## config.mk

```make
export PLATFORM = sky130hd
export DESIGN_NAME = bpa_cell
export DESIGN_NICKNAME = d
export VERILOG_FILES = /design/src/sv/bpa_pkg.sv /design/src/sv/bpa_cell.sv
export SDC_FILE = /design/constraint.sdc
export NUM_CORES = 1
export LEC_CHECK = 0
export ABC_AREA = 1
export BUFFER_PORTS_ARGS = -buffer_cell sky130_fd_sc_hd__buf_2
export CORE_MARGIN = 4
export CORE_UTILIZATION = 35
export CTS_BUF_LIST = sky130_fd_sc_hd__clkbuf_8
export DETAILED_ROUTE_END_ITERATION = 6
export GPL_ROUTABILITY_DRIVEN = 1
export PLACE_DENSITY = 0.8
export RECOVER_POWER = 50
export REMOVE_ABC_BUFFERS = 1
export SYNTH_ARGS = -nofsm -noshare
export SYNTH_HDL_FRONTEND = slang
export SYNTH_SLANG_ARGS = --single-unit
```

## constraint.sdc

```tcl
create_clock -name clk -period 0.8 [get_ports clk]
set_input_delay 0.16 -clock clk [delete_from_list [all_inputs] [get_ports clk]]
set_output_delay 0.16 -clock clk [all_outputs]
set_load 0.01 [all_outputs]
```

## src/sv/bpa_pkg.sv

```systemverilog
// ----------------------------------------------------------------------------
// bpa_pkg
// Shared types, constants and helper functions of the buddy page allocator.
// ----------------------------------------------------------------------------
package bpa_pkg;

  localparam int NUM_PAGES = 1024;
  localparam int IDX_W     = 10;
  localparam int CNT_W     = 11;
  localparam int MAX_ORDER = 15;
  localparam int ORD_W     = 4;
  localparam int CODE_W    = 5;
  localparam int STAMP_W   = 32;
  localparam int REQ_W     = 16;
  localparam int SIZE_W    = 17;
  localparam int PT_W      = 7;

  // page table entry bits: recorded order+1 in the low bits, free head, allocated
  localparam int PT_FREE_BIT = 5;
  localparam int PT_RESV_BIT = 6;

  localparam logic KIND_ALLOC = 1'b0;
  localparam logic KIND_FREE  = 1'b1;

  typedef enum logic [1:0] {
    STAT_OK      = 2'd0,
    STAT_NOSPACE = 2'd1,
    STAT_INVALID = 2'd2
  } stat_t;

  typedef enum logic [2:0] {
    ST_IDLE,
    ST_CARVE,
    ST_FIND,
    ST_ALLOC_WR,
    ST_FREE_CHK,
    ST_FREE_WR
  } state_t;

  // one ring cell: page table entry and insertion stamp
  typedef struct packed {
    logic [PT_W-1:0]    pt;
    logic [STAMP_W-1:0] stamp;
  } ent_t;

  // index of the highest set bit
  function automatic logic [CODE_W-1:0] f_flog2(input logic [SIZE_W-1:0] v);
    logic [CODE_W-1:0] r;
    r = '0;
    for (int k = 0; k < SIZE_W; k++) begin
      if (v[k]) r = CODE_W'(k);
    end
    return r;
  endfunction

  // trailing zeros of a page index, zero aligns to the top order
  function automatic logic [ORD_W-1:0] f_ctz(input logic [IDX_W-1:0] v);
    logic [ORD_W-1:0] r;
    r = ORD_W'(MAX_ORDER);
    for (int k = IDX_W - 1; k >= 0; k--) begin
      if (v[k]) r = ORD_W'(k);
    end
    return r;
  endfunction

  // smallest order whose block covers n pages, capped at the top order
  function automatic logic [ORD_W-1:0] f_clog2_req(input logic [REQ_W-1:0] n);
    logic [ORD_W-1:0] r;
    r = '0;
    for (int k = 0; k < MAX_ORDER; k++) begin
      if ((SIZE_W'(1) << k) < {1'b0, n}) r = ORD_W'(k + 1);
    end
    return r;
  endfunction

  // entry is a free head of the given order
  function automatic logic f_listed(input logic [PT_W-1:0] pt, input logic [ORD_W-1:0] ord);
    return pt[PT_FREE_BIT] && (pt[CODE_W-1:0] == (CODE_W'(ord) + CODE_W'(1)));
  endfunction

  // buddy of the order-k block that holds idx
  function automatic logic [IDX_W-1:0] f_buddy(input logic [IDX_W-1:0] idx, input int k);
    logic [IDX_W-1:0] bit_k;
    bit_k = IDX_W'(1) << k;
    return (idx & ~(bit_k - IDX_W'(1))) ^ bit_k;
  endfunction

endpackage

```

## src/sv/bpa_cell.sv

```systemverilog
// ----------------------------------------------------------------------------
// bpa_cell
// One ring cell: holds a page entry and passes it to its neighbor each clock.
// ----------------------------------------------------------------------------
module bpa_cell import bpa_pkg::*; (
  input  logic clk,
  input  ent_t d,
  output ent_t q
);

  // entry moves one place along the ring every cycle
  always_ff @(posedge clk) begin
    q <= d;
  end

endmodule

```

# Yosys cells after proc, flatten, opt, wreduce, memory -nomap -nowiden
# Index checks and enable logic that the tools add are counted.
# word_totals
reg_bits,39
wordCells,2

# Depth between registers and ports, before layout
# Gate-level depths: netlist of the first run.
# logic_depth
word_depth,0
mapped_depth,0
ltp_nobuf,0

# Least setup slack after synthesis of the first run
# No wires, ideal clock.
# synth_timing
kind,reg-to-output
startpoint,register q[0] (netlist bit)
endpoint,output q[0] (netlist bit)
t_required_ns,0.640
stages_incl_launch_ff,1
arrival_time_ns,0.331
slack_ns,0.309
path_cell_list,dfxtp_1
# synth_rtl
item,line_no,source
from (decl),bpa_cell.sv:8,output ent_t q
from (signal assigned),bpa_cell.sv:13,q <= d;
# No word-level cell between the ends.

# Worst setup path in the final report of the first run
# layout_timing
startpoint,register q[15] (netlist bit)
endpoint,output q[15] (netlist bit)
# No word-level cell between the ends.

==> summary.txt, run 1 <==
Floorplan
  • Initial core utilization: 0.382
  • # rows: 16
  • DIE AREA: approximately 0.0031 mm²
  • Core area: 0.00204 mm²
  • DIE HEIGHT: about 55 µm
  • Number of I/O pins: 79
  • Chip Width: around 55 µm

Timing
  • Final setup vio count: 39
  • Tmin final: 941 ps
  • RSZ-0062 raised after global routing: yes
  • Max Clock Freq: 1060 MHz
  • Post-Route Setup TNS: -3040 ps
  • Worst Tran Pin Value: 95.1 ps
  • Final worst-path setup slack: -141 ps
  • Final hold violation count: 0
  • WHS: 509 ps
  • Max Slew Vio Count: 0
  • Relative slew slack: 0.936
  • Fin crit share: 1.18

Detailed routing
  • Post-route ant nets: 0
  • Drt wl/cell: around 17 µm
  • Vias per cell: between 4 and 5
  • Pre-antenna DRT Iters: 4
  • Number of remaining DRC errors: 0
  • Via count: 780
  • Final wirelength: around 3200 µm
  • DR iter-0 viols: 10

Synth
  • Synthesized flop and latch total: 39
  • Asr flop ratio synth: 0
  • Synth area leaders: dfxtp_1 (100%)
  • Yosys warns: 0
  • Post-synth top cells: dfxtp_1 (39)
  • Sequential fraction of the synthesis area: 1.00
  • Distinct cells, synth: 1
  • Post-synth EDFFs: 0
  • Leading cell type by number of instances after synthesis: dfxtp_1
  • Share of the synthesized area in the top cell type: 1.00
  • Mapped Cells: 39
  • Synthesized area: 781 µm²
  • Avg Synthesized Cell Area: 20.0 µm²
  • Prevailing post-synth register cell: dfxtp_1
  • Synth area leader: dfxtp_1

Cells and area
  • FILL cells: 91
  • Finished Layout Cells: about 190
  • P&R area growth vs syn: 133%
  • Max reg flops: 39
  • Layout Utilization: 0.893
  • Multi-input gates: 0
  • Largest Register: q
  • Nets: ~200
  • Fraction of layout cells with a size suffix above 1: 0.622
  • Antenna Cells: 0
  • Multi-input logic area: 0 µm²
  • Top flop regs: q x39

Pwr
  • Leak Pwr: 0.891 nW
  • Pwr dens: between 2000 and 2500 mW/mm²
  • Max rail drop VDD: around 1600 µV

CTS
  • Maximum root-to-sink buffer count: 2
  • CTS buffer count: 5
  • Root Driver: clkbuf_8
  • CTS tree: done
  • H-tree depth: 2
  • CTS sink cnt: 39
  • Clock-pin slew on the worst setup and hold paths: roughly 80 ps

Global route
  • Initial antenna violation count: 0
  • Largest net degree at the start of global routing: 12
  • Gr ovfl total: 0
  • Number of global-route vias before repair: 847
  • First-pass GRT wire length: 4130 µm
  • GRT Resource Usage Total: 0.179

Setup path
  • CP bufs+invs: 1
  • Critical path's top delay family: flip-flops
  • CP peak stage delay: 350 ps
  • Critical path class: reg2out
  • CP max-delay cell: dfxtp_1
  • Worst Setup Start Kind: flop
  • Critical path data required time: about 640 ps
  • CP Max Fanout: 1
  • CP Capture Type: output pin
  • CP Cell Sequence: buf_2
  • Worst EP arrival: 780 ps

Run status
  • Failing checks: negative setup slack
  • Status: finished with violations

Placement
  • IO Port Bufs: just under 80
  • Inst Count DP: roughly 140
  • RePlAce Congestion: 0.780
  • Placement Setup Slack: between 200 and 250 ps

Min path
  • Worst hold path class: in2reg

Run
  • # Max-Cap Violations: 0
-- cell families after synthesis --
kind of cell | count (synthesis) | synth area share
flops | 39 | 1.00
-- metrics by stage --
stage	power, mW	cell area, µm²
3_5_place_dp	2.36	1200
6_report	3.97	1820
2_1_floorplan	2.17	781
5_1_grt	4.12	1820
4_1_cts	3.87	1720
3_3_place_gp	2.35	1200
-- layer usage --
metal  track usage  vias up  part of all wire
met5             0        -                 0
met4        0.0729        0            0.0079
met3        0.0653        4             0.066
met2         0.353       51              0.55
met1         0.159      361              0.37
li1              -      364                 -
-- power by group --
| part | internal [mW] | leakage, nW | total, mW | switching, mW |
|---|---|---|---|---|
| combinational | 0.308 | 0.506 | 0.468 | 0.160 |
| clock | 0.774 | 0.0557 | 1.40 | 0.631 |
| sequential | 2.06 | 0.329 | 2.10 | 0.0418 |
-- timing repair --
| item | CTS | global route |
|---|---|---|
| hold endpoints to repair | 39 | 0 |
| setup buffers | 0 | 0 |
| resized for setup | 6 | 28 |
| cloned | 0 | 0 |
| hold buffers | 39 | 0 |
| setup endpoints to repair | 39 | 39 |
-- placed cells by master (no fill, tap or decap), drive strengths merged --
cell and n:
inv 1, clkbuf 7, dlygate4sd3 39, buf 78, dfxtp 39
-- cell type report --
class	instances	area, µm²	area share
timing repair buffer	117	887	0.487
sequential	39	802	0.440
clock buffer	7	96.3	0.0528
tap	27	33.8	0.0185
clock inverter	1	3.75	0.00206
-- path summary, 6_finish.rpt --
kind,endpoint,from,cells after the start,slack (ps)
worst max-delay path,q[15],q[15]$_DFF_P_,1,-140
worst min-delay path,q[9]$_DFF_P_,d[9],2,510
(Power assumes the default switching activity.)
==> run 2, diff against run 1 <==
==> constraint.sdc (replaced) <==
create_clock -name clk -period 1 [get_ports clk]
set_input_delay 0.2 -clock clk [delete_from_list [all_inputs] [get_ports clk]]
set_output_delay 0.2 -clock clk [all_outputs]
set_load 0.01 [all_outputs]
==> summary.txt, run 2 (same netlist as run 1, synthesis figures left out) <==
Global route
  • First-pass GRT wire length: roughly 2700 µm
  • Initial antenna violation count: 0
  • GRT Resource Usage Total: 0.118
  • Number of global-route vias before repair: between 600 and 700
  • Gr ovfl total: 0
  • Largest net degree at the start of global routing: 12

Timing
  • Max Slew Vio Count: 0
  • Max Clock Freq: between 1000 and 1500 MHz
  • Final setup vio count: 0
  • WHS: around 21 ps
  • Tmin final: between 900 and 1000 ps
  • RSZ-0062 raised after global routing: no
  • Relative slew slack: 0.956
  • Fin crit share: 0.929
  • Worst Tran Pin Value: 65.0 ps
  • Post-Route Setup TNS: 0 ps
  • Final hold violation count: 0

Detailed routing
  • Pre-antenna DRT Iters: 2
  • Number of remaining DRC errors: 0
  • Post-route ant nets: 0
  • Via count: 602
  • DR iter-0 viols: 3
  • Drt wl/cell: 11.6 µm
  • Final wirelength: between 1500 and 2000 µm
  • Vias per cell: just under 4

Floorplan
  • DIE HEIGHT: roughly 55 µm
  • DIE AREA: approximately 0.0031 mm²
  • Number of I/O pins: 79
  • Chip Width: 55.2 µm
  • # rows: 16
  • Core area: around 0.0020 mm²
  • Initial core utilization: 0.382

Setup path
  • CP Max Fanout: 1
  • Crit path depth: 1
  • Origin of the worst setup path: q[8]$_DFF_P_
  • CP Cell Sequence: buf_2
  • CP peak stage delay: between 300 and 400 ps
  • Worst EP arrival: roughly 730 ps
  • Capture point of the critical path: q[8]
  • CP Capture Type: output pin
  • Critical path class: reg2out
  • CP bufs+invs: 1
  • Critical path data required time: approximately 800 ps
  • CP max-delay cell: dfxtp_1
  • Worst Setup Start Kind: flop
  • Critical path's top delay family: flip-flops

CTS
  • Clock-pin slew on the worst setup and hold paths: ~70 ps
  • Root Driver: clkbuf_8
  • H-tree depth: 2
  • CTS buffer count: 5
  • Post-CTS Setup Bufs: 0
  • CTS sink cnt: 39
  • Maximum root-to-sink buffer count: 2
  • CTS tree: done
  • CTS resizes: 0

Pwr
  • Comb power frac: 0.069
  • Sw Pwr: ~560 µW
  • Clock Power Share: 0.366
  • Leak Pwr: 0.700 nW
  • Max rail drop VDD: about 1400 µV
  • Sw Share: 0.192
  • Seq pwr share: 0.565
  • Internal power: approximately 2.4 mW
  • Pwr dens: roughly 2200 mW/mm²

Cells and area
  • Commonest non-fill, non-tap cell in the layout: buf_2
  • FILL cells: approximately 170
  • Fraction of layout cells with a size suffix above 1: 0.669
  • P&R area growth vs syn: 69.7%
  • Top flop regs: q x39
  • Reg area: roughly 780 µm²
  • Most frequent cells in the layout: buf_2 (78), dfxtp_1 (39), clkbuf_8 (7)
  • Max reg flops: 39
  • Largest Register: q
  • Multi-input logic area: 0 µm²
  • Multi-input gates: 0
  • Nets: around 170
  • Antenna Cells: 0

Min path
  • Worst hold path class: in2reg

Run
  • # Max-Cap Violations: 0

Placement
  • IO Port Bufs: slightly below 80
  • RePlAce Congestion: ~0.78

Run status
  • Status: finished clean
run 2: worst min path at each step:
stage / cells past startpoint / from / endpoint
3_5_place_dp: 1 / d[18] / q[18]$_DFF_P_
6_report: 1 / d[18] / q[18]$_DFF_P_
3_3_place_gp: 1 / d[35] / q[35]$_DFF_P_
4_1_cts: 1 / d[18] / q[18]$_DFF_P_
5_1_grt: 1 / d[23] / q[23]$_DFF_P_
2_1_floorplan: 0 / d[0] / q[0]$_DFF_P_
run 2: power groups by stage:
stage | logic [mW] | registers [mW] | clock network (mW)
3_5_place_dp | 0.200 | 1.69 | 0
3_3_place_gp | 0.195 | 1.69 | 0
5_1_grt | 0.218 | 1.66 | 1.19
6_report | 0.202 | 1.65 | 1.07
4_1_cts | 0.201 | 1.65 | 1.11
2_1_floorplan | 0 | 1.74 | 0
run 2: per-layer routing:
metal,vias up,GRT usage,wire [µm]
li1,291,-,-
met5,-,0,0
met1,255,0.106,604
met4,0,0.0729,24
met2,49,0.177,865
met3,7,0.103,294
run 2: final cells by class:
| type | instances | area share |
|---|---|---|
| Tap cell | 27 | 0.0255 |
| Timing Repair Buffer | 80 | 0.310 |
| Sequential cell | 39 | 0.589 |
| Clock buffer | 7 | 0.0727 |
| Clock inverter | 1 | 0.00283 |
run 2: stage by stage:
stage / power [mW] / std cells / instance area [µm²] / setup WS (ps) / utilization
5_1_grt: 3.07 / 154 / 1330 / 27.8 / 0.649
2_1_floorplan: 1.74 / 39 / 781 / 469 / -
6_report: 2.93 / 154 / 1330 / 71.4 / 0.649
4_1_cts: 2.97 / 152 / 1310 / 53.8 / 0.639
3_3_place_gp: 1.88 / 144 / 1200 / 391 / 0.590
3_5_place_dp: 1.89 / 144 / 1200 / 363 / 0.590
run 2: timing repair:
action,in CTS,in global routing
hold buffers,0,2
setup endpoints to repair,0,0
hold endpoints to repair,0,2
