File: src/sv/bpa_pkg.sv
// ----------------------------------------------------------------------------
// bpa_pkg
// Shared types, constants and helper functions of the buddy page allocator.
// ----------------------------------------------------------------------------
package bpa_pkg;

  localparam int NUM_PAGES = 1024;
  localparam int IDX_W     = 10;
  localparam int CNT_W     = 11;
  localparam int MAX_ORDER = 15;
  localparam int ORD_W     = 4;
  localparam int CODE_W    = 5;
  localparam int STAMP_W   = 32;
  localparam int REQ_W     = 16;
  localparam int SIZE_W    = 17;
  localparam int PT_W      = 7;

  // page table entry bits: recorded order+1 in the low bits, free head, allocated
  localparam int PT_FREE_BIT = 5;
  localparam int PT_RESV_BIT = 6;

  localparam logic KIND_ALLOC = 1'b0;
  localparam logic KIND_FREE  = 1'b1;

  typedef enum logic [1:0] {
    STAT_OK      = 2'd0,
    STAT_NOSPACE = 2'd1,
    STAT_INVALID = 2'd2
  } stat_t;

  typedef enum logic [2:0] {
    ST_IDLE,
    ST_CARVE,
    ST_FIND,
    ST_ALLOC_WR,
    ST_FREE_CHK,
    ST_FREE_WR
  } state_t;

  // one ring cell: page table entry and insertion stamp
  typedef struct packed {
    logic [PT_W-1:0]    pt;
    logic [STAMP_W-1:0] stamp;
  } ent_t;

  // index of the highest set bit
  function automatic logic [CODE_W-1:0] f_flog2(input logic [SIZE_W-1:0] v);
    logic [CODE_W-1:0] r;
    r = '0;
    for (int k = 0; k < SIZE_W; k++) begin
      if (v[k]) r = CODE_W'(k);
    end
    return r;
  endfunction

  // trailing zeros of a page index, zero aligns to the top order
  function automatic logic [ORD_W-1:0] f_ctz(input logic [IDX_W-1:0] v);
    logic [ORD_W-1:0] r;
    r = ORD_W'(MAX_ORDER);
    for (int k = IDX_W - 1; k >= 0; k--) begin
      if (v[k]) r = ORD_W'(k);
    end
    return r;
  endfunction

  // smallest order whose block covers n pages, capped at the top order
  function automatic logic [ORD_W-1:0] f_clog2_req(input logic [REQ_W-1:0] n);
    logic [ORD_W-1:0] r;
    r = '0;
    for (int k = 0; k < MAX_ORDER; k++) begin
      if ((SIZE_W'(1) << k) < {1'b0, n}) r = ORD_W'(k + 1);
    end
    return r;
  endfunction

  // entry is a free head of the given order
  function automatic logic f_listed(input logic [PT_W-1:0] pt, input logic [ORD_W-1:0] ord);
    return pt[PT_FREE_BIT] && (pt[CODE_W-1:0] == (CODE_W'(ord) + CODE_W'(1)));
  endfunction

  // buddy of the order-k block that holds idx
  function automatic logic [IDX_W-1:0] f_buddy(input logic [IDX_W-1:0] idx, input int k);
    logic [IDX_W-1:0] bit_k;
    bit_k = IDX_W'(1) << k;
    return (idx & ~(bit_k - IDX_W'(1))) ^ bit_k;
  endfunction

endpackage

File: src/sv/bpa_ctrl.sv
// ----------------------------------------------------------------------------
// bpa_ctrl
// Sequencer at the head of the ring: reads and rewrites one page per clock,
// runs carve, search, split, check and merge passes.
// ----------------------------------------------------------------------------
module bpa_ctrl import bpa_pkg::*; (
  input  logic               clk,
  input  logic               rst_n,
  input  logic               start,
  output logic               busy,
  input  logic               in_kind,
  input  logic [REQ_W-1:0]   in_request_pages,
  input  logic [IDX_W-1:0]   in_block_index,
  input  logic               cfg_wr_en,
  input  logic [CNT_W-1:0]   cfg_wr_data,
  output logic               out_valid,
  output logic [1:0]         out_status,
  output logic [IDX_W-1:0]   out_granted_index,
  output logic [CNT_W-1:0]   out_free_pages,
  input  ent_t               hd,
  output ent_t               tail
);

  state_t               state_r, state_nxt;
  logic [IDX_W-1:0]     pos_r;
  logic                 run_r, run_nxt;
  logic [CNT_W-1:0]     pc_r, pc_nxt;
  logic [CNT_W-1:0]     free_r, free_nxt;
  logic [STAMP_W-1:0]   cnt_r, cnt_nxt;
  logic [CNT_W-1:0]     cnext_r, cnext_nxt;
  logic [ORD_W-1:0]     need_r, need_nxt;
  logic [ORD_W-1:0]     got_r, got_nxt;
  logic                 found_r, found_nxt;
  logic [IDX_W-1:0]     best_idx_r, best_idx_nxt;
  logic [STAMP_W-1:0]   best_stamp_r, best_stamp_nxt;
  logic [REQ_W-1:0]     req_r, req_nxt;
  logic [IDX_W-1:0]     idx_r, idx_nxt;
  logic [ORD_W-1:0]     ord_r, ord_nxt;
  logic                 bad_r, bad_nxt;
  logic [SIZE_W-1:0]    end_r, end_nxt;
  logic [MAX_ORDER:0]   lst_r, lst_nxt;
  logic                 out_valid_r, out_valid_nxt;
  stat_t                out_status_r, out_status_nxt;
  logic [IDX_W-1:0]     out_gi_r, out_gi_nxt;
  logic [CNT_W-1:0]     out_fp_r, out_fp_nxt;

  logic                 act, last_c, cfg_ok, acc, imm_inv, imm_nsp;
  logic [CNT_W-1:0]     pos_ext;
  logic [SIZE_W-1:0]    pos17;
  logic                 found_eff, find_hit, found_any;
  logic                 at_idx;
  logic [CODE_W-1:0]    h_code, h_ord;
  logic [SIZE_W-1:0]    h_size, h_end;
  logic                 h_bad, chk_bad_cur;
  logic [MAX_ORDER:0]   lst_cur;
  logic [ORD_W-1:0]     m_ord;
  logic                 m_stop;
  logic [SIZE_W-1:0]    low_mask, fsize;
  logic [IDX_W-1:0]     fin;
  logic                 is_bud, in_rng;
  logic [IDX_W-1:0]     d_off;
  logic [CODE_W-1:0]    dk;
  logic [CNT_W-1:0]     nsize;
  logic                 in_blk, split;
  logic                 c_hit;
  logic [CNT_W-1:0]     rem, c_size;
  logic [CODE_W-1:0]    rem_lg;
  logic [ORD_W-1:0]     c_align, c_ord;

  // pass timing: every pass sweeps indices 0 up to the last cell
  assign pos_ext = {1'b0, pos_r};
  assign pos17   = SIZE_W'(pos_r);
  assign act     = (pos_r == '0) || run_r;
  assign last_c  = act && (pos_r == '1);
  assign busy    = (state_r != ST_IDLE);

  // request decode
  assign cfg_ok  = cfg_wr_en && (cfg_wr_data != '0) && (cfg_wr_data <= CNT_W'(NUM_PAGES));
  assign acc     = start && !busy;
  assign imm_inv = (in_request_pages == '0) ||
                   ((in_kind == KIND_FREE) && ({1'b0, in_block_index} >= pc_r));
  assign imm_nsp = (in_kind == KIND_ALLOC) && (in_request_pages > REQ_W'(free_r));

  // carve: maximal aligned block at the next head
  always_comb begin
    c_hit   = act && (pos_ext == cnext_r) && (pos_ext < pc_r);
    rem     = pc_r - pos_ext;
    rem_lg  = f_flog2(SIZE_W'(rem));
    c_align = f_ctz(pos_r);
    c_ord   = (CODE_W'(c_align) < rem_lg) ? c_align : rem_lg[ORD_W-1:0];
    c_size  = CNT_W'(1) << c_ord;
  end

  // search: most recent free head of order got
  always_comb begin
    found_eff = run_r && found_r;
    find_hit  = act && (pos_ext < pc_r) && f_listed(hd.pt, got_r) &&
                (!found_eff || (hd.stamp > best_stamp_r));
    found_any = found_eff || find_hit;
  end

  // free check: head decode, allocated pages in range, buddy gather
  always_comb begin
    at_idx = act && (pos_r == idx_r);
    h_code = hd.pt[CODE_W-1:0];
    h_bad  = 1'b0;
    if (h_code != '0) begin
      h_ord = h_code - CODE_W'(1);
      if (h_ord > CODE_W'(MAX_ORDER)) h_bad = 1'b1;
    end else begin
      h_ord = f_flog2(SIZE_W'(req_r));
      if ((req_r & (req_r - REQ_W'(1))) != '0) h_bad = 1'b1;
    end
    h_size = SIZE_W'(1) << h_ord[ORD_W-1:0];
    h_end  = SIZE_W'(idx_r) + h_size;
    if (h_end > SIZE_W'(pc_r)) h_bad = 1'b1;
    if ((idx_r & (h_size[IDX_W-1:0] - IDX_W'(1))) != '0) h_bad = 1'b1;
    if (!hd.pt[PT_RESV_BIT]) h_bad = 1'b1;
    chk_bad_cur = 1'b0;
    if (at_idx) begin
      chk_bad_cur = h_bad;
    end else if (act && (pos_r > idx_r) && (pos17 < end_r) && !hd.pt[PT_RESV_BIT]) begin
      chk_bad_cur = 1'b1;
    end
    lst_cur = '0;
    for (int k = 0; k < IDX_W; k++) begin
      if (act && (pos_r == f_buddy(idx_r, k)) && ({1'b0, f_buddy(idx_r, k)} < pc_r) &&
          f_listed(hd.pt, ORD_W'(k))) begin
        lst_cur[k] = 1'b1;
      end
    end
  end

  // merge: final order, head and buddies to clear
  always_comb begin
    m_ord  = ord_r;
    m_stop = 1'b0;
    for (int k = 0; k <= MAX_ORDER; k++) begin
      if ((ORD_W'(k) >= ord_r) && !m_stop) begin
        if ((k < MAX_ORDER) && lst_r[k]) m_ord = ORD_W'(k + 1);
        else m_stop = 1'b1;
      end
    end
    low_mask = (SIZE_W'(1) << m_ord) - SIZE_W'(1);
    fin      = idx_r & ~low_mask[IDX_W-1:0];
    fsize    = SIZE_W'(1) << ord_r;
    in_rng   = (pos_r >= idx_r) && (pos17 < end_r);
    is_bud   = 1'b0;
    for (int k = 0; k < IDX_W; k++) begin
      if ((ORD_W'(k) >= ord_r) && (ORD_W'(k) < m_ord) && (pos_r == f_buddy(idx_r, k))) begin
        is_bud = 1'b1;
      end
    end
  end

  // split: granted range and right halves handed to lower orders
  always_comb begin
    d_off  = pos_r - best_idx_r;
    dk     = f_flog2(SIZE_W'(d_off));
    nsize  = CNT_W'(1) << need_r;
    in_blk = (pos_r >= best_idx_r) && ({1'b0, d_off} < nsize);
    split  = (pos_r > best_idx_r) && ((d_off & (d_off - IDX_W'(1))) == '0) &&
             (dk >= CODE_W'(need_r)) && (dk < CODE_W'(got_r));
  end

  // next state
  always_comb begin
    state_nxt = state_r;
    case (state_r)
      ST_IDLE: begin
        if (cfg_ok) state_nxt = ST_CARVE;
        else if (acc && !imm_inv && !imm_nsp)
          state_nxt = (in_kind == KIND_ALLOC) ? ST_FIND : ST_FREE_CHK;
      end
      ST_CARVE: begin
        if (last_c) state_nxt = ST_IDLE;
      end
      ST_FIND: begin
        if (last_c) begin
          if (found_any) state_nxt = ST_ALLOC_WR;
          else if (got_r == ORD_W'(MAX_ORDER)) state_nxt = ST_IDLE;
        end
      end
      ST_ALLOC_WR: begin
        if (last_c) state_nxt = ST_IDLE;
      end
      ST_FREE_CHK: begin
        if (last_c) state_nxt = (bad_r || chk_bad_cur) ? ST_IDLE : ST_FREE_WR;
      end
      ST_FREE_WR: begin
        if (last_c) state_nxt = ST_IDLE;
      end
      default: state_nxt = ST_IDLE;
    endcase
  end

  // datapath and outputs
  always_comb begin
    tail           = hd;
    run_nxt        = 1'b0;
    pc_nxt         = pc_r;
    free_nxt       = free_r;
    cnt_nxt        = cnt_r;
    cnext_nxt      = cnext_r;
    need_nxt       = need_r;
    got_nxt        = got_r;
    found_nxt      = found_r;
    best_idx_nxt   = best_idx_r;
    best_stamp_nxt = best_stamp_r;
    req_nxt        = req_r;
    idx_nxt        = idx_r;
    ord_nxt        = ord_r;
    bad_nxt        = bad_r;
    end_nxt        = end_r;
    lst_nxt        = lst_r;
    out_valid_nxt  = 1'b0;
    out_status_nxt = out_status_r;
    out_gi_nxt     = out_gi_r;
    out_fp_nxt     = out_fp_r;
    case (state_r)
      ST_IDLE: begin
        if (cfg_ok) begin
          pc_nxt    = cfg_wr_data;
          free_nxt  = '0;
          cnt_nxt   = '0;
          cnext_nxt = '0;
        end else if (acc) begin
          req_nxt   = in_request_pages;
          idx_nxt   = in_block_index;
          need_nxt  = f_clog2_req(in_request_pages);
          got_nxt   = f_clog2_req(in_request_pages);
          found_nxt = 1'b0;
          bad_nxt   = 1'b0;
          lst_nxt   = '0;
          end_nxt   = '0;
          if (imm_inv || imm_nsp) begin
            out_valid_nxt  = 1'b1;
            out_status_nxt = imm_inv ? STAT_INVALID : STAT_NOSPACE;
            out_gi_nxt     = '0;
            out_fp_nxt     = free_r;
          end
        end
      end
      ST_CARVE: begin
        run_nxt = act && !last_c;
        if (act) begin
          tail = '0;
          if (c_hit) begin
            tail.pt    = PT_W'({1'b0, 1'b1, CODE_W'(c_ord) + CODE_W'(1)});
            tail.stamp = cnt_r;
            cnt_nxt    = cnt_r + STAMP_W'(1);
            free_nxt   = free_r + c_size;
            cnext_nxt  = pos_ext + c_size;
          end
        end
      end
      ST_FIND: begin
        run_nxt   = act && !last_c;
        found_nxt = found_any;
        if (find_hit) begin
          best_idx_nxt   = pos_r;
          best_stamp_nxt = hd.stamp;
        end
        if (last_c && !found_any) begin
          if (got_r == ORD_W'(MAX_ORDER)) begin
            out_valid_nxt  = 1'b1;
            out_status_nxt = STAT_NOSPACE;
            out_gi_nxt     = '0;
            out_fp_nxt     = free_r;
          end else begin
            got_nxt = got_r + ORD_W'(1);
          end
        end
      end
      ST_ALLOC_WR: begin
        run_nxt = act && !last_c;
        if (act) begin
          if (pos_r == best_idx_r) begin
            tail.pt = PT_W'({1'b1, 1'b0, CODE_W'(need_r) + CODE_W'(1)});
          end else if (in_blk) begin
            tail.pt = PT_W'({1'b1, 1'b0, hd.pt[CODE_W-1:0]});
          end else if (split) begin
            tail.pt    = PT_W'({hd.pt[PT_RESV_BIT], 1'b1, dk + CODE_W'(1)});
            tail.stamp = cnt_r + STAMP_W'(got_r) - STAMP_W'(1) - STAMP_W'(dk);
          end
        end
        if (last_c) begin
          cnt_nxt        = cnt_r + STAMP_W'(got_r - need_r);
          free_nxt       = (free_r >= nsize) ? (free_r - nsize) : '0;
          out_valid_nxt  = 1'b1;
          out_status_nxt = STAT_OK;
          out_gi_nxt     = best_idx_r;
          out_fp_nxt     = (free_r >= nsize) ? (free_r - nsize) : '0;
        end
      end
      ST_FREE_CHK: begin
        run_nxt = act && !last_c;
        bad_nxt = bad_r || chk_bad_cur;
        lst_nxt = lst_r | lst_cur;
        if (at_idx) begin
          ord_nxt = h_ord[ORD_W-1:0];
          end_nxt = h_end;
        end
        if (last_c && (bad_r || chk_bad_cur)) begin
          out_valid_nxt  = 1'b1;
          out_status_nxt = STAT_INVALID;
          out_gi_nxt     = '0;
          out_fp_nxt     = free_r;
        end
      end
      ST_FREE_WR: begin
        run_nxt = act && !last_c;
        if (act) begin
          if (pos_r == fin) begin
            tail.pt    = (fin == idx_r) ?
                         PT_W'({1'b0, 1'b1, CODE_W'(m_ord) + CODE_W'(1)}) :
                         PT_W'({hd.pt[PT_RESV_BIT], 1'b1, CODE_W'(m_ord) + CODE_W'(1)});
            tail.stamp = cnt_r;
          end else if (pos_r == idx_r) begin
            tail.pt = '0;
          end else if (in_rng) begin
            tail.pt = PT_W'({2'b00, hd.pt[CODE_W-1:0]});
          end else if (is_bud) begin
            tail.pt = PT_W'({hd.pt[PT_RESV_BIT], 6'b0});
          end
        end
        if (last_c) begin
          cnt_nxt        = cnt_r + STAMP_W'(1);
          free_nxt       = free_r + fsize[CNT_W-1:0];
          out_valid_nxt  = 1'b1;
          out_status_nxt = STAT_OK;
          out_gi_nxt     = '0;
          out_fp_nxt     = free_r + fsize[CNT_W-1:0];
        end
      end
      default: begin
        run_nxt = 1'b0;
      end
    endcase
  end

  // control registers
  always_ff @(posedge clk) begin
    if (!rst_n) begin
      state_r     <= ST_CARVE;
      pos_r       <= '0;
      run_r       <= 1'b0;
      pc_r        <= CNT_W'(NUM_PAGES);
      free_r      <= '0;
      cnt_r       <= '0;
      cnext_r     <= '0;
      out_valid_r <= 1'b0;
    end else begin
      state_r     <= state_nxt;
      pos_r       <= pos_r + IDX_W'(1);
      run_r       <= run_nxt;
      pc_r        <= pc_nxt;
      free_r      <= free_nxt;
      cnt_r       <= cnt_nxt;
      cnext_r     <= cnext_nxt;
      out_valid_r <= out_valid_nxt;
    end
  end

  // working registers of the current request
  always_ff @(posedge clk) begin
    need_r       <= need_nxt;
    got_r        <= got_nxt;
    found_r      <= found_nxt;
    best_idx_r   <= best_idx_nxt;
    best_stamp_r <= best_stamp_nxt;
    req_r        <= req_nxt;
    idx_r        <= idx_nxt;
    ord_r        <= ord_nxt;
    bad_r        <= bad_nxt;
    end_r        <= end_nxt;
    lst_r        <= lst_nxt;
    out_status_r <= out_status_nxt;
    out_gi_r     <= out_gi_nxt;
    out_fp_r     <= out_fp_nxt;
  end

  assign out_valid         = out_valid_r;
  assign out_status        = out_status_r;
  assign out_granted_index = out_gi_r;
  assign out_free_pages    = out_fp_r;

endmodule

File: config.mk
export PLATFORM = sky130hd
export DESIGN_NAME = bpa_ctrl
export DESIGN_NICKNAME = d
export VERILOG_FILES = /design/src/sv/bpa_pkg.sv /design/src/sv/bpa_ctrl.sv
export SDC_FILE = /design/constraint.sdc
export NUM_CORES = 1
export LEC_CHECK = 0
export ABC_AREA = 0
export BUFFER_PORTS_ARGS = -buffer_cell sky130_fd_sc_hd__clkbuf_2
export CAP_MARGIN = 20
export CORE_ASPECT_RATIO = 1.1
export CORE_MARGIN = 4
export CORE_UTILIZATION = 63
export DETAILED_ROUTE_END_ITERATION = 8
export PLACE_DENSITY = 0.84
export SLEW_MARGIN = 20
export SYNTH_ARGS = -nofsm -noshare
export SYNTH_HDL_FRONTEND = slang
export SYNTH_SLANG_ARGS = --single-unit
File: constraint.sdc
create_clock -name clk -period 10.05 [get_ports clk]
set_input_delay 1.5075 -clock clk [delete_from_list [all_inputs] [get_ports clk]]
set_output_delay 1.5075 -clock clk [all_outputs]
set_load 0.03 [all_outputs]
# --- Word level (Yosys, flattened, before mapping) ---
# Cells that the tools add are included.
# Widths: inputs -> output; s select.
totals:
  reg_bits: 218
  input_bits: 81
  output_inout_bits: 64
  elab_cells: 587
classes:
  addsub: 25
  order_cmp: 67
  n_eq_ne: 52
  n_shift: 5
  mux: 238
  n_bitwise: 18
  reduce_logical: 160
op_table:
  columns: ["op", "n"]
  rows:
  - ["$mux 4", 69]
  - ["$mux 32", 8]
  - ["$mux 11", 14]
  - ["$eq 10x10->1", 14]
  - ["$lt 10x11->1", 12]
  - ["$pmux 32 s4", 1]
  - ["$mux 39", 3]
  - ["$pmux 39 s3", 1]
  - ["$logic_and 1x1->1", 101]
  - ["$mux 10", 8]
  - ["$mux 38", 2]
  - ["$mux 1", 69]
  - ["$mux 3", 19]
  - ["$pmux 11 s5", 1]
  - ["$mux 17", 3]
  - ["$pmux 10 s5", 1]
  - ["$pmux 11 s4", 1]
  - ["$mux 7", 6]
  - ["$mux 5", 8]
  - ["$pmux 17 s2", 1]
  - ["$shl 1x4->11 const A", 3]
  - ["$add 32x1->32 const B", 1]
  - ["$add 32x32->32", 1]
  - ["$add 32x4->32", 1]
  - ["106 further kinds", 217]

# --- Logic depth before layout (Yosys ltp) ---
logic_depth:
  word_depth: 63
  ltp_mapped: 37
  mapped_depth_nobuf: 36

# --- Worst setup path before layout ---
# OpenSTA, ideal clock, no wires.
synth_timing:
  path_type: "input -> register"
  from: "input hd[32] (netlist name)"
  to: "register out_fp_r[0], in the netlist out_free_pages[0], enable pin"
  setup_time_ns: 0.454
  arrival_time_ns: 7.141
  required_ns: 9.596
  slack_ns: 2.455
  stages: 29
  path_cell_list: "clkbuf_1 -> inv_1 -> ha_1 -> or4b_1 -> clkbuf_1 -> nor3_1 -> o21ai_0 -> nand3_1 -> inv_1 -> nor2_1 -> nand3_1 -> inv_1 -> ha_1 -> inv_1 -> fa_1 -> nand2_1 -> a41oi_1 -> o21ai_0 -> nor2_1 -> o21ai_0 -> xor2_1 -> ha_1 -> a21o_1 -> a21o_1 -> a221oi_1 -> o211ai_1 -> a2111o_1 -> o31ai_2 -> a31oi_1"
synth_via:
  elab_chain_len: 13
  elab_cells_between_ends: 28
  classes_between: "3 x add/sub; 2 x order compare; 3 x eq/ne; 1 x shift; 7 x mux; 1 x bitwise; 11 x reduce/logical"
synth_lines:
  columns: ["item", "line", "text"]
  rows:
  - ["start, declared", "bpa_ctrl.sv:20", "input ent_t hd,"]
  - ["$sub 5x1->5 or $reduce_bool 5->1 (tied branches)", "bpa_ctrl.sv:108, bpa_ctrl.sv:107", null]
  - ["$mux 4 (*)", "bpa_ctrl.sv:107", "if (h_code != '0) begin"]
  - ["via h_ord[2]", "bpa_ctrl.sv:52", "logic [CODE_W-1:0] h_code, h_ord;"]
  - ["$shl 1x4->17 (*)", "bpa_ctrl.sv:114", "h_size = SIZE_W'(1) << h_ord[ORD_W-1:0];"]
  - ["$add 10x17->17 (*)", "bpa_ctrl.sv:115", "h_end = SIZE_W'(idx_r) + h_size;"]
  - ["via h_end[8]", "bpa_ctrl.sv:53", "logic [SIZE_W-1:0] h_size, h_end;"]
  - ["$gt 17x11->1 (*)", "bpa_ctrl.sv:116", "if (h_end > SIZE_W'(pc_r)) h_bad = 1'b1;"]
  - ["$mux 1 (*)", "bpa_ctrl.sv:116", null]
  - ["$mux 1 (*)", "bpa_ctrl.sv:117", "if ((idx_r & (h_size[IDX_W-1:0] - IDX_W'(1))) != '0) h_bad = 1'b1;"]
  - ["$mux 1 (*)", "bpa_ctrl.sv:118", "if (!hd.pt[PT_RESV_BIT]) h_bad = 1'b1;"]
  - ["$mux 1 (*)", "bpa_ctrl.sv:120", "if (at_idx) begin"]
  - ["$logic_or 1x1->1 (*)", "bpa_ctrl.sv:304", "if (last_c && (bad_r || chk_bad_cur)) begin"]
  - ["$logic_and 1x1->1 (*)", "bpa_ctrl.sv:304", null]
  - ["$ne 2x2->1 (no source line) (*)", null, null]
  - ["$reduce_and 9->1 (no source line) (*)", null, null]
  - ["end signal, assigned", "bpa_ctrl.sv:380", "out_fp_r <= out_fp_nxt;"]
  - ["end, declared", "bpa_ctrl.sv:45", "logic [CNT_W-1:0] out_fp_r, out_fp_nxt;"]
# The timed path passes the listed nets; every way through them passes the cells marked *.
# A chain may end at the register's enable or synchronous reset.

==> results_dict.tcl <==
set metrics [dict create \
    clockBufferDepth 3 \
    grt_max_degree 49 \
    area_growth_pct 9.14 \
    chipWidth_um 190 \
    synth_top_area_share 0.173 \
    outcome "complete, no violations" \
    antennaDiodeCount 0 \
    grt_pass1_wl_um 123000 \
    worst_setup_path_start_kind "register" \
    rows 72 \
    synth_edf_count 132 \
    cp_top_family "compound AO/OA/AOI/OAI gates" \
    syn-num-nets 3224 \
    slowest_stage "fa_1" \
    wl_per_cell_um 23.6 \
    worstSkewPairLatency_ps 590 \
    ys_seq_elements 212 \
    crit_type "register to output port" \
    fp.coreArea_sq_mm 0.0355 \
    ctsResizeCount 0 \
    worst_pin_slew_ps 1240 \
    ys_seq_area_frac 0.243 \
    initial_core_util 0.645 \
    async_reset_ff_frac 0 \
    drt-initial-drc-count 2685 \
    final_hold_viol_count 0 \
    worstPathRequired_ps 8540 \
    clock.fmax_mhz 109 \
    p_leak_nw 10.8 \
    cts_setup_buffers 0 \
    clkSinkCount 212 \
    cp.depth 28 \
    firstDrtPassIters 6 \
    grt.total_usage 0.388 \
    cts_buffers 25 \
    synth_most_common_cell "ha_1" \
    post-dp-hpwl_um 63300 \
    ant_nets 0 \
    finalSetupViolCount 0 \
    cp_max_fo 15 \
    slowest_delay_ps 520 \
    drv_cap 0 \
    drt_wl_total_um 81300 \
    crit_path_end_kind "output port" \
    syn_area_sq_mm 0.0229 \
    timing.final.crit_share 0.911 \
    min_path_cells 2 \
    grt_pass1_vias 22400 \
    synthFlopType "edfxtp_1" \
    rsz0062_at_grt "false" \
    hold_buffers 0 \
    num_vias 23500 \
    synthesis.instances 2842 \
    multi_input_area_sq_mm 0.0161 \
    synth.area.top_cells "edfxtp_1, ha_1, dfxtp_1" \
    worstPathArrival_ps 7650 \
    yosysTopAreaCell "edfxtp_1" \
    viasPerCell 6.82 \
    io_pins 145 \
    nFillCells 2879 \
    slew_headroom 0.175 \
    fin_worst_skew_ps 37.9 \
    dieArea_sq_mm 0.0395 \
    pwr_density_cell_mw_per_mm2 108 \
    cts_tree "done" \
    final_nets 3331 \
    yosys-top-cells-count "ha_1, a21oi_1, inv_1" \
    grt-ovfl-total 0 \
    path_buf_inv 5 \
    syn_area_per_cell_sq_um 8.06 \
    port_buffers 144 \
    slew_viol_final 0 \
    htreeDepth 1 \
    grt_antenna_before_repair 0 \
    drive_gt1_frac 0.0964 \
    hold_class "register to register" \
    finalCriticalPeriod_ps 9160 \
    p_total_mw 2.70 \
    synth_cell_type_count 109 \
    ir_drop_mv 0.132 \
    place.gp.congestion 1.03 \
    seq_area_sq_mm 0.00557 \
    clk_pin_slew_ps 60 \
    reg2reg_depth 34 \
    die_y_um 208 \
    root_buffer "clkbuf_16" \
    tns_ps 0 \
    drc 0 \
    ys_warn_count 0 \
]
==> flip-flops by register name, indices dropped and copies added, names as in the netlist, 11 cells and up <==
name	cells
best_stamp_r	32
cnt_r	32
end_r	17
req_r	16
cnext_r	11
free_r	11
out_free_pages	11
pc_r	11
==> layer usage <==
layer  vias up  wire (um)  global-route usage
met3       349       8480              0.0675
li1      10700          -                   -
met4         0       5560               0.214
met2      1470      36700               0.644
met5         -          0                   0
met1     11000      30600               0.480
==> worst min-delay path, cell delays in order (launching register included) <==
cell	delay (ps)
dfxtp_1	320
nand2_1	50
a21boi_0	60
==> layout by cell type (no fill, tap or decap), types with 28 or more instances in the layout <==
cell and n:
mux2i_1 28, buf_4 34, clkbuf_2 145, and2_1 29, nor2_1 227, o211ai_1 30, xnor2_1 92, dfxtp_1 80
o21ai_0 179, ha_1 287, nor3_1 74, edfxtp_1 132, and3_1 28, nor2b_1 36, nand4_1 36, a221oi_1 30
a31oi_1 35, o21a_1 54, a21oi_1 251, a21o_1 78, nand2_1 209, xor2_1 51, nand2b_1 40, inv_1 238
nand3_1 91
==> worst paths after layout <==
check                  start    endpoint  slack [ps]
setup / recovery    pos_r[0]    tail[31]         890
hold / removal    cnext_r[3]  cnext_r[3]         490
setup reg to reg    pos_r[1]  free_r[10]        1510
hold reg to reg   cnext_r[3]  cnext_r[3]         490
==> cell families after synthesis <==
group	Yosys count	synth area share
other cells	1	0.000164
fa+ha+maj	304	0.170
simple gates	878	0.189
compound gates	929	0.270
buf+inv	340	0.0576
flops	212	0.243
mux	35	0.0158
xor+xnor	143	0.0547
==> through the flow <==
stage	util	hold slack (ps)	std cells	instance area, sq um	setup WS (ps)
floorplan	-	445	2842	22900	2460
global placement	0.680	463	3403	24100	1590
detailed placement	0.680	476	3403	24100	1240
CTS	0.704	485	3449	25000	1140
global route	0.704	512	3449	25000	563
finish	0.704	487	3449	25000	895
==> report_power, final <==
group	leakage, nW	switching [mW]	internal [mW]
clock	0.425	0.403	0.580
sequential	1.84	0.0235	0.931
combinational	8.50	0.499	0.261
total	10.8	0.925	1.77
==> layout make-up <==
class | count | share of cell area
tap | 481 | 0.0241
inverter | 242 | 0.0364
timing repair buffer | 178 | 0.0390
multi-input combinational | 2290 | 0.643
clock inverter | 13 | 0.00726
sequential | 212 | 0.223
clock buffer | 33 | 0.0271
No activity file was read; power rests on OpenSTA's default activity.
